**src/sv/midpoint_ellipse_rasterizer_unit_assert.svh**
```systemverilog
// Assertion macros shared by the rasterizer RTL files.
`ifndef MIDPOINT_ELLIPSE_RASTERIZER_UNIT_ASSERT_SVH
`define MIDPOINT_ELLIPSE_RASTERIZER_UNIT_ASSERT_SVH
`ifndef SYNTHESIS
// Implication or plain property, checked at every rising clock edge out of reset.
`define MER_ASSERT(lbl, clk, rstn, prop) \
  lbl: assert property (@(posedge clk) disable iff (!rstn) prop) \
    else $error("rasterizer assertion failed");
// Condition that must never hold.
`define MER_NEVER(lbl, clk, rstn, cond) \
  lbl: assert property (@(posedge clk) disable iff (!rstn) !(cond)) \
    else $error("rasterizer forbidden condition seen");
`else
`define MER_ASSERT(lbl, clk, rstn, prop)
`define MER_NEVER(lbl, clk, rstn, cond)
`endif
`endif

```
**src/sv/mer_pkg.sv**
```systemverilog
// Shared constants, codes and controller/datapath interface types.
package mer_pkg;

  localparam int unsigned CoordBitsDef = 10;

  // Input item operation codes
  localparam logic OP_START   = 1'b0;
  localparam logic OP_ADVANCE = 1'b1;

  // Multiplier operand selections
  localparam logic [2:0] MUL_RX_RX   = 3'd0;
  localparam logic [2:0] MUL_RY_RY   = 3'd1;
  localparam logic [2:0] MUL_RX2_RY  = 3'd2;
  localparam logic [2:0] MUL_TX_TX   = 3'd3;
  localparam logic [2:0] MUL_RY2_P   = 3'd4;
  localparam logic [2:0] MUL_YM_YM   = 3'd5;
  localparam logic [2:0] MUL_RX2_P   = 3'd6;
  localparam logic [2:0] MUL_RX2_RY2 = 3'd7;

  // Decision register operations
  localparam logic [2:0] DEC_HOLD   = 3'd0;
  localparam logic [2:0] DEC_INIT   = 3'd1;
  localparam logic [2:0] DEC_STEP   = 3'd2;
  localparam logic [2:0] DEC_LOAD_P = 3'd3;
  localparam logic [2:0] DEC_ADD_P  = 3'd4;
  localparam logic [2:0] DEC_SUB_P  = 3'd5;

  typedef struct packed {
    logic       load_start;
    logic [2:0] mul_sel;
    logic [2:0] dec_op;
    logic       set_rx2;
    logic       set_ry2;
    logic       step_a;
    logic       emit;
    logic [1:0] pix;
  } mer_cmd_t;

  typedef struct packed {
    logic active;
    logic region_two;
    logic slope_lt;
    logic out_free;
  } mer_sts_t;

endpackage

```
**src/sv/mer_dpath.sv**
```systemverilog
// Rasterizer datapath: point state, shared multiplier, decision term and output register.
`include "midpoint_ellipse_rasterizer_unit_assert.svh"
module mer_dpath #(
  parameter int unsigned CoordBits = mer_pkg::CoordBitsDef
) (
  input  logic                        clk_i,
  input  logic                        rst_ni,
  input  mer_pkg::mer_cmd_t           cmd_i,
  output mer_pkg::mer_sts_t           sts_o,
  input  logic [CoordBits-1:0]        center_x_i,
  input  logic [CoordBits-1:0]        center_y_i,
  input  logic [CoordBits-2:0]        radius_x_i,
  input  logic [CoordBits-2:0]        radius_y_i,
  input  logic                        out_stall_i,
  output logic                        out_valid_o,
  output logic signed [CoordBits+1:0] pixel_x_o,
  output logic signed [CoordBits+1:0] pixel_y_o,
  output logic                        last_o,
  output logic                        done_res_o
);
  import mer_pkg::*;

  localparam int unsigned RW  = CoordBits - 1;
  localparam int unsigned XW  = CoordBits;
  localparam int unsigned YW  = CoordBits + 1;
  localparam int unsigned SQW = 2 * RW;
  localparam int unsigned SW  = 3 * RW + 3;
  localparam int unsigned MW  = 2 * RW + 4;
  localparam int unsigned DW  = 4 * RW + 8;
  localparam int unsigned PW  = CoordBits + 2;

  logic [XW-1:0]        cx_q, cy_q;
  logic [RW-1:0]        rx_q, ry_q;
  logic [SQW-1:0]       rx2_q, ry2_q;
  logic [XW-1:0]        x_q, x_d;
  logic signed [YW-1:0] y_q, y_d;
  logic [SW-1:0]        sxt_q, sxt_d, syt_q, syt_d;
  logic signed [DW-1:0] dec_q, dec_d;
  logic [DW-1:0]        prod_q;
  logic                 reg2_q, reg2_d;
  logic                 active_q, active_d;
  logic                 xs_q, xs_d, ys_q, ys_d;

  logic                 out_valid_q;
  logic [PW-1:0]        px_q, py_q;
  logic                 last_q, done_q;

  logic [MW-1:0]        mul_a, mul_b;
  logic [XW:0]          tx;
  logic signed [YW-1:0] ym_s;
  logic signed [DW-1:0] sxt_e, syt_e, rx2_e, ry2_e, prod_e, dstep;
  logic                 neg, pos, take_x, take_y, out_free;
  logic [PW-1:0]        cx_e, cy_e, x_e, y_e, px_d, py_d;

  // Multiplier operands
  assign tx   = {x_q, 1'b1};
  assign ym_s = (y_q > 0) ? (y_q - YW'(1)) : (YW'(1) - y_q);

  always_comb begin
    unique case (cmd_i.mul_sel)
      MUL_RX_RX: begin
        mul_a = MW'(rx_q);
        mul_b = MW'(rx_q);
      end
      MUL_RY_RY: begin
        mul_a = MW'(ry_q);
        mul_b = MW'(ry_q);
      end
      MUL_RX2_RY: begin
        mul_a = MW'(rx2_q);
        mul_b = MW'(ry_q);
      end
      MUL_TX_TX: begin
        mul_a = MW'(tx);
        mul_b = MW'(tx);
      end
      MUL_RY2_P: begin
        mul_a = MW'(ry2_q);
        mul_b = prod_q[MW-1:0];
      end
      MUL_YM_YM: begin
        mul_a = MW'(unsigned'(ym_s));
        mul_b = MW'(unsigned'(ym_s));
      end
      MUL_RX2_P: begin
        mul_a = MW'(rx2_q);
        mul_b = prod_q[MW-1:0];
      end
      MUL_RX2_RY2: begin
        mul_a = MW'(rx2_q);
        mul_b = MW'(ry2_q);
      end
      default: begin
        mul_a = '0;
        mul_b = '0;
      end
    endcase
  end

  always_ff @(posedge clk_i) begin
    prod_q <= DW'(mul_a) * DW'(mul_b);
  end

  // Extended terms for the decision arithmetic
  assign sxt_e  = signed'(DW'(sxt_q));
  assign syt_e  = signed'(DW'(syt_q));
  assign rx2_e  = signed'(DW'(rx2_q));
  assign ry2_e  = signed'(DW'(ry2_q));
  assign prod_e = signed'(prod_q);
  assign dstep  = (xs_q ? (sxt_e <<< 2) : '0) - (ys_q ? (syt_e <<< 2) : '0)
                + ((reg2_q ? rx2_e : ry2_e) <<< 2);

  // Step direction: region 1 always steps x, region 2 always steps y
  assign neg    = dec_q[DW-1];
  assign pos    = !neg && (dec_q != '0);
  assign take_x = reg2_q ? !pos : 1'b1;
  assign take_y = reg2_q ? 1'b1 : !neg;

  always_comb begin
    x_d      = x_q;
    y_d      = y_q;
    sxt_d    = sxt_q;
    syt_d    = syt_q;
    xs_d     = xs_q;
    ys_d     = ys_q;
    active_d = active_q;
    reg2_d   = reg2_q;
    dec_d    = dec_q;
    if (cmd_i.load_start) begin
      x_d      = '0;
      y_d      = signed'(YW'(radius_y_i));
      sxt_d    = '0;
      reg2_d   = 1'b0;
      active_d = 1'b1;
    end
    if (cmd_i.step_a) begin
      xs_d = take_x;
      ys_d = take_y;
      if (take_x) begin
        x_d   = x_q + XW'(1);
        sxt_d = sxt_q + SW'({ry2_q, 1'b0});
      end
      if (take_y) begin
        y_d   = y_q - YW'(1);
        syt_d = syt_q - SW'({rx2_q, 1'b0});
      end
      // Drop out of the ellipse once y walks below zero
      if (reg2_q && (y_q == '0)) begin
        active_d = 1'b0;
      end
    end
    unique case (cmd_i.dec_op)
      DEC_HOLD: ;
      DEC_INIT: begin
        syt_d = SW'({prod_q, 1'b0});
        dec_d = (ry2_e <<< 2) - (prod_e <<< 2) + rx2_e;
      end
      DEC_STEP:   dec_d = dec_q + dstep;
      DEC_LOAD_P: dec_d = prod_e;
      DEC_ADD_P:  dec_d = dec_q + (prod_e <<< 2);
      DEC_SUB_P: begin
        dec_d  = dec_q - (prod_e <<< 2);
        reg2_d = 1'b1;
      end
      default: ;
    endcase
  end

  always_ff @(posedge clk_i or negedge rst_ni) begin
    if (!rst_ni) begin
      active_q <= 1'b0;
      reg2_q   <= 1'b0;
    end else begin
      active_q <= active_d;
      reg2_q   <= reg2_d;
    end
  end

  always_ff @(posedge clk_i) begin
    x_q   <= x_d;
    y_q   <= y_d;
    sxt_q <= sxt_d;
    syt_q <= syt_d;
    dec_q <= dec_d;
    xs_q  <= xs_d;
    ys_q  <= ys_d;
    if (cmd_i.load_start) begin
      cx_q <= center_x_i;
      cy_q <= center_y_i;
      rx_q <= radius_x_i;
      ry_q <= radius_y_i;
    end
    if (cmd_i.set_rx2) begin
      rx2_q <= prod_q[SQW-1:0];
    end
    if (cmd_i.set_ry2) begin
      ry2_q <= prod_q[SQW-1:0];
    end
  end

  // Pixel generation: pix bit 0 mirrors x, bit 1 mirrors y
  assign cx_e = PW'(cx_q);
  assign cy_e = PW'(cy_q);
  assign x_e  = PW'(x_q);
  assign y_e  = {{(PW-YW){y_q[YW-1]}}, y_q};
  assign px_d = cmd_i.pix[0] ? (cx_e - x_e) : (cx_e + x_e);
  assign py_d = cmd_i.pix[1] ? (cy_e - y_e) : (cy_e + y_e);

  assign out_free = !out_valid_q || !out_stall_i;

  always_ff @(posedge clk_i or negedge rst_ni) begin
    if (!rst_ni) begin
      out_valid_q <= 1'b0;
    end else if (cmd_i.emit) begin
      out_valid_q <= 1'b1;
    end else if (!out_stall_i) begin
      out_valid_q <= 1'b0;
    end
  end

  always_ff @(posedge clk_i) begin
    if (cmd_i.emit) begin
      px_q   <= px_d;
      py_q   <= py_d;
      last_q <= (cmd_i.pix == 2'b11);
      done_q <= (cmd_i.pix == 2'b11) && reg2_q && (y_q[YW-1] || (y_q == '0));
    end
  end

  assign out_valid_o = out_valid_q;
  assign pixel_x_o   = signed'(px_q);
  assign pixel_y_o   = signed'(py_q);
  assign last_o      = last_q;
  assign done_res_o  = done_q;

  assign sts_o.active     = active_q;
  assign sts_o.region_two = reg2_q;
  assign sts_o.slope_lt   = (sxt_q < syt_q);
  assign sts_o.out_free   = out_free;

  `MER_NEVER(a_active_y_nonneg, clk_i, rst_ni, active_q && y_q[YW-1])
  `MER_ASSERT(a_finish_in_region_two, clk_i, rst_ni, $fell(active_q) |-> reg2_q)
  `MER_ASSERT(a_done_only_on_last, clk_i, rst_ni, (out_valid_q && done_q) |-> last_q)

endmodule

```
**src/sv/mer_ctrl.sv**
```systemverilog
// Rasterizer controller: sequences start setup, region switch, pixel emission and stepping.
`include "midpoint_ellipse_rasterizer_unit_assert.svh"
module mer_ctrl (
  input  logic              clk_i,
  input  logic              rst_ni,
  input  logic              in_valid_i,
  output logic              in_stall_o,
  input  logic              operation_i,
  input  mer_pkg::mer_sts_t sts_i,
  output mer_pkg::mer_cmd_t cmd_o
);
  import mer_pkg::*;

  localparam logic [3:0] ST_IDLE = 4'd0;
  localparam logic [3:0] ST_MRX  = 4'd1;
  localparam logic [3:0] ST_MRY  = 4'd2;
  localparam logic [3:0] ST_MXY  = 4'd3;
  localparam logic [3:0] ST_INIT = 4'd4;
  localparam logic [3:0] ST_CHK  = 4'd5;
  localparam logic [3:0] ST_E0   = 4'd6;
  localparam logic [3:0] ST_E1   = 4'd7;
  localparam logic [3:0] ST_E2   = 4'd8;
  localparam logic [3:0] ST_E3   = 4'd9;
  localparam logic [3:0] ST_E4   = 4'd10;
  localparam logic [3:0] ST_E5   = 4'd11;
  localparam logic [3:0] ST_EMIT = 4'd12;
  localparam logic [3:0] ST_STA  = 4'd13;
  localparam logic [3:0] ST_STB  = 4'd14;

  logic [3:0] state_q, state_d;
  logic [1:0] pix_q, pix_d;
  logic       accept;

  assign in_stall_o = (state_q != ST_IDLE);
  assign accept     = in_valid_i && (state_q == ST_IDLE);

  always_comb begin
    state_d = state_q;
    pix_d   = pix_q;
    cmd_o   = '0;
    unique case (state_q)
      ST_IDLE: begin
        if (accept) begin
          if (operation_i == OP_START) begin
            cmd_o.load_start = 1'b1;
            state_d          = ST_MRX;
          end else if (sts_i.active) begin
            state_d = ST_EMIT;
          end
        end
      end
      ST_MRX: begin
        cmd_o.mul_sel = MUL_RX_RX;
        state_d       = ST_MRY;
      end
      ST_MRY: begin
        cmd_o.set_rx2 = 1'b1;
        cmd_o.mul_sel = MUL_RY_RY;
        state_d       = ST_MXY;
      end
      ST_MXY: begin
        cmd_o.set_ry2 = 1'b1;
        cmd_o.mul_sel = MUL_RX2_RY;
        state_d       = ST_INIT;
      end
      ST_INIT: begin
        cmd_o.dec_op = DEC_INIT;
        state_d      = ST_CHK;
      end
      ST_CHK: begin
        state_d = sts_i.slope_lt ? ST_IDLE : ST_E0;
      end
      // Region 2 setup: ry2*(2x+1)^2 + 4*rx2*(y-1)^2 - 4*rx2*ry2
      ST_E0: begin
        cmd_o.mul_sel = MUL_TX_TX;
        state_d       = ST_E1;
      end
      ST_E1: begin
        cmd_o.mul_sel = MUL_RY2_P;
        state_d       = ST_E2;
      end
      ST_E2: begin
        cmd_o.dec_op  = DEC_LOAD_P;
        cmd_o.mul_sel = MUL_YM_YM;
        state_d       = ST_E3;
      end
      ST_E3: begin
        cmd_o.mul_sel = MUL_RX2_P;
        state_d       = ST_E4;
      end
      ST_E4: begin
        cmd_o.dec_op  = DEC_ADD_P;
        cmd_o.mul_sel = MUL_RX2_RY2;
        state_d       = ST_E5;
      end
      ST_E5: begin
        cmd_o.dec_op = DEC_SUB_P;
        state_d      = ST_IDLE;
      end
      ST_EMIT: begin
        if (sts_i.out_free) begin
          cmd_o.emit = 1'b1;
          cmd_o.pix  = pix_q;
          pix_d      = pix_q + 2'd1;
          if (pix_q == 2'b11) begin
            state_d = ST_STA;
          end
        end
      end
      ST_STA: begin
        cmd_o.step_a = 1'b1;
        state_d      = ST_STB;
      end
      ST_STB: begin
        cmd_o.dec_op = DEC_STEP;
        state_d      = sts_i.region_two ? ST_IDLE : ST_CHK;
      end
      default: begin
        state_d = ST_IDLE;
      end
    endcase
  end

  always_ff @(posedge clk_i or negedge rst_ni) begin
    if (!rst_ni) begin
      state_q <= ST_IDLE;
      pix_q   <= 2'd0;
    end else begin
      state_q <= state_d;
      pix_q   <= pix_d;
    end
  end

  `MER_ASSERT(a_emit_needs_room, clk_i, rst_ni, cmd_o.emit |-> sts_i.out_free)
  `MER_ASSERT(a_idle_pix_zero, clk_i, rst_ni, (state_q == ST_IDLE) |-> (pix_q == 2'd0))
  `MER_ASSERT(a_advance_emits, clk_i, rst_ni,
    (accept && (operation_i == OP_ADVANCE) && sts_i.active) |=> (state_q == ST_EMIT))

endmodule

```
**src/sv/midpoint_ellipse_rasterizer_unit.sv**
```systemverilog
// Top level of the midpoint ellipse rasterizer: controller plus datapath.
//
// Input channel (in_valid_i / in_stall_o): one item per command. A start item
// (operation_i = 0) latches the centre and the two semi-axes and sets up the
// first region; it produces no pixel. An advance item (operation_i = 1) emits
// the four mirrored pixels of the current quadrant point, in the order
// (+x,+y), (-x,+y), (+x,-y), (-x,-y), then steps the point. An advance while
// no ellipse is running is taken and dropped.
// Output channel (out_valid_o / out_stall_i): one pixel per item; last_o marks
// the fourth pixel of a point, done_res_o marks the final pixel of the ellipse.
// Timing: items are processed one at a time around one shared multiplier.
// A start squares both semi-axes and sets up the decision term, then checks
// the slopes. In region 1 an advance also checks the slopes after the step.
// When the switch from region 1 to region 2 falls after a start or a step,
// five products through the multiplier build the region-2 decision term.
// The input stalls while a command is in progress.
// Output stall: the single output register holds the pixel and the controller
// waits in emission; no pixel is lost or repeated.
// Reset: asynchronous, active low; the block comes up idle with no ellipse.
module midpoint_ellipse_rasterizer_unit #(
  parameter int unsigned CoordBits = mer_pkg::CoordBitsDef
) (
  input  logic                        clk_i,
  input  logic                        rst_ni,
  input  logic                        in_valid_i,
  output logic                        in_stall_o,
  input  logic                        operation_i,
  input  logic [CoordBits-1:0]        center_x_i,
  input  logic [CoordBits-1:0]        center_y_i,
  input  logic [CoordBits-2:0]        radius_x_i,
  input  logic [CoordBits-2:0]        radius_y_i,
  output logic                        out_valid_o,
  input  logic                        out_stall_i,
  output logic signed [CoordBits+1:0] pixel_x_o,
  output logic signed [CoordBits+1:0] pixel_y_o,
  output logic                        last_o,
  output logic                        done_res_o
);
  import mer_pkg::*;

  mer_cmd_t cmd;
  mer_sts_t sts;

  // Sequencer: owns the input handshake and issues one command per cycle
  mer_ctrl u_ctrl (
    .clk_i       (clk_i),
    .rst_ni      (rst_ni),
    .in_valid_i  (in_valid_i),
    .in_stall_o  (in_stall_o),
    .operation_i (operation_i),
    .sts_i       (sts),
    .cmd_o       (cmd)
  );

  // Point state, decision arithmetic and the output register
  mer_dpath #(
    .CoordBits (CoordBits)
  ) u_dpath (
    .clk_i       (clk_i),
    .rst_ni      (rst_ni),
    .cmd_i       (cmd),
    .sts_o       (sts),
    .center_x_i  (center_x_i),
    .center_y_i  (center_y_i),
    .radius_x_i  (radius_x_i),
    .radius_y_i  (radius_y_i),
    .out_stall_i (out_stall_i),
    .out_valid_o (out_valid_o),
    .pixel_x_o   (pixel_x_o),
    .pixel_y_o   (pixel_y_o),
    .last_o      (last_o),
    .done_res_o  (done_res_o)
  );

endmodule
```
**config.mk**
```make
export PLATFORM = sky130hd
export DESIGN_NAME = midpoint_ellipse_rasterizer_unit
export DESIGN_NICKNAME = d
export VERILOG_FILES = /design/src/sv/mer_pkg.sv /design/src/sv/mer_dpath.sv /design/src/sv/mer_ctrl.sv /design/src/sv/midpoint_ellipse_rasterizer_unit.sv
export VERILOG_INCLUDE_DIRS = /design/src /design/src/sv
export SDC_FILE = /design/constraint.sdc
export NUM_CORES = 2
export LEC_CHECK = 0
export ABC_AREA = 0
export BUFFER_PORTS_ARGS = -buffer_cell sky130_fd_sc_hd__buf_4
export CORE_UTILIZATION = 62
export DETAILED_ROUTE_END_ITERATION = 6
export GPL_TIMING_DRIVEN = 0
export PLACE_DENSITY = 0.79
export SLEW_MARGIN = 25
export SYNTH_ARGS = -nofsm -noshare
export SYNTH_HDL_FRONTEND = slang
export SYNTH_SLANG_ARGS = --single-unit
```
**constraint.sdc**
```tcl
create_clock -name clk_i -period 12.3 [get_ports clk_i]
set_input_delay 3.075 -clock clk_i [delete_from_list [all_inputs] [get_ports clk_i]]
set_output_delay 3.075 -clock clk_i [all_outputs]
set_load 0.02 [all_outputs]
```
==> impl_metrics.csv <==
group,metric,value,unit
placement,place_congestion,1.05,
cts,cts_tree,"done",
worst_setup_path,max_stage_delay,0.96,ns
worst_setup_path,worstSetupPathType,"reg2reg",
die,floorplan.rows,90,
logic_synthesis,yosysSeqAreaShare,0.195,
cts,post_cts_buffers,0,
die,core,60400,sq um
cts,cts_resized,0,
logic_synthesis,synth_edf_count,176,
detailed_routing,first_pass_iters,7,
cts,clock_path_buffers,3,
global_route,antenna_found_initial,4,
logic_synthesis,ys_types,102,
logic_synthesis,syn-cell-area,37800,sq um
timing,post-route-period-util,0.921,
cts,cts_made_buffers,35,
cts,cts-root-buf,"clkbuf_16",
global_route,grt_max_degree,43,
die,start_util,0.627,
timing,setup_viol_count_final,0,
detailed_routing,vias,33654,
worst_setup_path,worstPathRequired,12.79,ns
logic_synthesis,avgSynthCellArea,8.70,sq um
logic_synthesis,synth_top_area_frac,0.206,
cts,cts_max_level,2,
worst_setup_path,rr_startpoint,"u_ctrl.state_q[3]",
die,io_pins,71,
status,status,"finished, violations left",
detailed_routing,wl_per_cell,24.1,um
timing,clock_skew,0.0270,ns
die,die_h,249,um
detailed_routing,drtIter0Drc,3635,
worst_setup_path,worst-path-max-fanout,10,
die,fp.dieW,249,um
cts,clock_latency,0.59,ns
layout,final_layout_size_suffix_gt1_frac,0.0483,
logic_synthesis,synth-seq-cells,278,
global_route,grt_usage,0.413,
layout,layout.nets,5297,
min_path,min_to,"u_dpath.sxt_q[10]",
worst_setup_path,rrSetupSlack,0.97,ns
worst_setup_path,r2r-end,"u_dpath.prod_e[28]",
placement,numPortBuffers,70,
worst_setup_path,cp.arrival,11.82,ns
cts,clk_pin_slew_worst_paths,0.07,ns
cts,cts.sinks,278,
timing,drv_slew,0,
layout,multi_input_area,27300,sq um
cts,ctsHoldBuffers,0,
detailed_routing,wirelength,127,mm
worst_setup_path,r2r_cells,31,
logic_synthesis,ys.flop_type,"edfxtp_1",
global_route,overflow,0,
timing,fmax,88.2,MHz
logic_synthesis,syn-num-nets,5179,
logic_synthesis,netlist_instances,4347,
logic_synthesis,yosys_warnings,0,
detailed_routing,ant_nets,0,
layout,regArea,7370,sq um
flow_run,maxCapViolCount,0,
worst_setup_path,startpoint_type,"flip-flop",
placement,hpwl,103,mm
die,die_area,62000,sq um
global_route,grt_pass1_wl,194,mm
logic_synthesis,async_reset_ff_frac,0.0324,
worst_setup_path,worst_setup_path_end_kind,"flip-flop",
status,violations,"design-rule violations",
layout,area_delta_synth_final,7.54,%
timing,slew_headroom,0.233,
detailed_routing,drc,10,
global_route,grt_pass1_vias,33208,
logic_synthesis,synth_area_leaders,"fa_1 21%, edfxtp_1 14%, ha_1 13%",
timing,rsz0062_at_grt,"false",
min_path,hold_path_startpoint,"u_dpath.sxt_q[10]",
logic_synthesis,yosysTopAreaCell,"fa_1",
detailed_routing,via_per_inst,6.38,
min_path,hold_depth,2,
timing,finalWorstPathRequiredPeriod,11.33,ns
timing,fin_tns_setup,0,ns
worst_setup_path,crit_slowest_cell,"a221oi_1",
timing,hold_viol,0,
layout,nFillCells,5117,
timing,tightest_slew,1.15,ns
worst_setup_path,startpoint,"u_ctrl.state_q[3]",
min_path,worstHoldPathType,"reg2reg",
worst_setup_path,crit_top_cell,"fa_1",
-- Yosys cell counts, types with 9 or more instances --
library cell,n
xor2_1,93
xnor2_1,154
dfxtp_1,93
mux2i_1,27
o31ai_1,21
dfrtp_1,9
a31oi_1,32
nand3_1,74
a211oi_1,21
o21ai_0,181
a21boi_0,11
a22o_1,16
o21a_1,42
nor2_1,280
a222oi_1,20
a41oi_1,10
a21oi_1,250
and3_1,32
o211ai_1,30
a221o_1,13
nand2b_1,31
buf_1,19
nand4_1,34
nor4_1,30
o21bai_1,38
nor3_1,62
a21o_1,105
o221ai_1,17
nor2b_1,31
a221oi_1,14
clkbuf_1,140
and2_1,63
buf_2,14
a22oi_1,35
or3_1,16
nand2_1,502
inv_1,660
ha_1,400
edfxtp_1,176
or4_1,17
fa_1,389
-- kinds of logic (layout without fill, tap and decap cells) --
kind of cell	count (synthesis)	count (layout)	synth area share
AOI/OAI and AO/OA	952	952	0.169
and+or+nand+nor	1214	1214	0.149
other	0	2	0
adders and majority gates	789	789	0.338
xor gates and xnor gates	247	247	0.0572
DFF	278	278	0.195
muxes	30	30	0.00804
buffers and inverters	837	982	0.0840
-- worst max-delay path, delay by kind of cell, from the launching register on --
family | cells | cell delay (ns)
xor gates and xnor gates | 1 | 0.18
DFF | 1 | 0.34
buffers and inverters | 6 | 0.83
adders and majority gates | 8 | 3.34
AOI/OAI and AO/OA | 12 | 5.20
and+or+nand+nor | 4 | 1.32
-- layer usage --
| metal | global-route usage | up-vias | wire length [um] |
|---|---|---|---|
| met1 | 0.528 | 16197 | 48500 |
| met2 | 0.640 | 1962 | 56200 |
| li1 | - | 14996 | - |
| met3 | 0.0903 | 499 | 13700 |
| met5 | 0 | - | 0 |
| met4 | 0.255 | 0 | 8930 |
-- cell type report --
cell class | instances | area share
Timing Repair Buffer | 81 | 0.0160
Tap cell | 782 | 0.0241
Clock buffer | 46 | 0.0241
Inverter | 661 | 0.0610
Buffer | 176 | 0.0171
Multi-Input combinational cell | 3232 | 0.671
Clock inverter | 18 | 0.00489
Antenna cell | 2 | 0.000123
Sequential cell | 278 | 0.181
-- worst max path at each step --
stage	cells past startpoint	slack, ns	to
4_1_cts	29	1.12	u_dpath.prod_e[28]
5_1_grt	31	0.59	u_dpath.prod_e[28]
6_report	31	0.97	u_dpath.prod_e[28]
3_5_place_dp	29	1.18	u_dpath.prod_e[28]
2_1_floorplan	30	3.59	u_dpath.prod_e[42]
3_3_place_gp	27	0.91	u_dpath.prod_e[28]
-- state kept, by name, summed over array words and instances, names as in the netlist, 12 cells and up --
register / count
u_dpath.sxt_q: 30
u_dpath.syt_q: 29
u_dpath.prod_e: 43
u_dpath.pixel_y_o: 12
u_dpath.dec_q: 44
u_dpath.ry2_q: 18
u_dpath.rx2_q: 18
u_dpath.pixel_x_o: 12
-- through the flow --
step	area (sq um)	setup slack, ns	instances	hold slack (ns)	utilization
2_1_floorplan	37800	3.59	4347	0.459	-
3_3_place_gp	39300	0.910	5199	0.483	0.652
3_5_place_dp	39500	1.18	5210	0.495	0.654
4_1_cts	40700	1.12	5274	0.503	0.674
5_1_grt	40700	0.586	5274	0.534	0.674
6_report	40700	0.967	5276	0.504	0.674
-- layout by cell type, fill, tap and decap left out, drive strengths merged, types with 27 or more instances in the layout --
cell type,instances
nand3,75
and2,64
nand2,505
ha,400
a22oi,35
nor4,33
dfxtp,93
a21o,105
nand4,34
o211ai,31
nand2b,31
clkbuf,187
fa,389
nor2b,32
a21oi,251
nor3,64
o21ai,194
o21bai,38
xor2,93
edfxtp,176
and3,33
inv,665
mux2i,27
nor2,281
a31oi,32
xnor2,154
o21a,43
buf,114
Power is not shown: default switching activity piles up to over one toggle a cycle in this logic, so the estimate is an artifact.
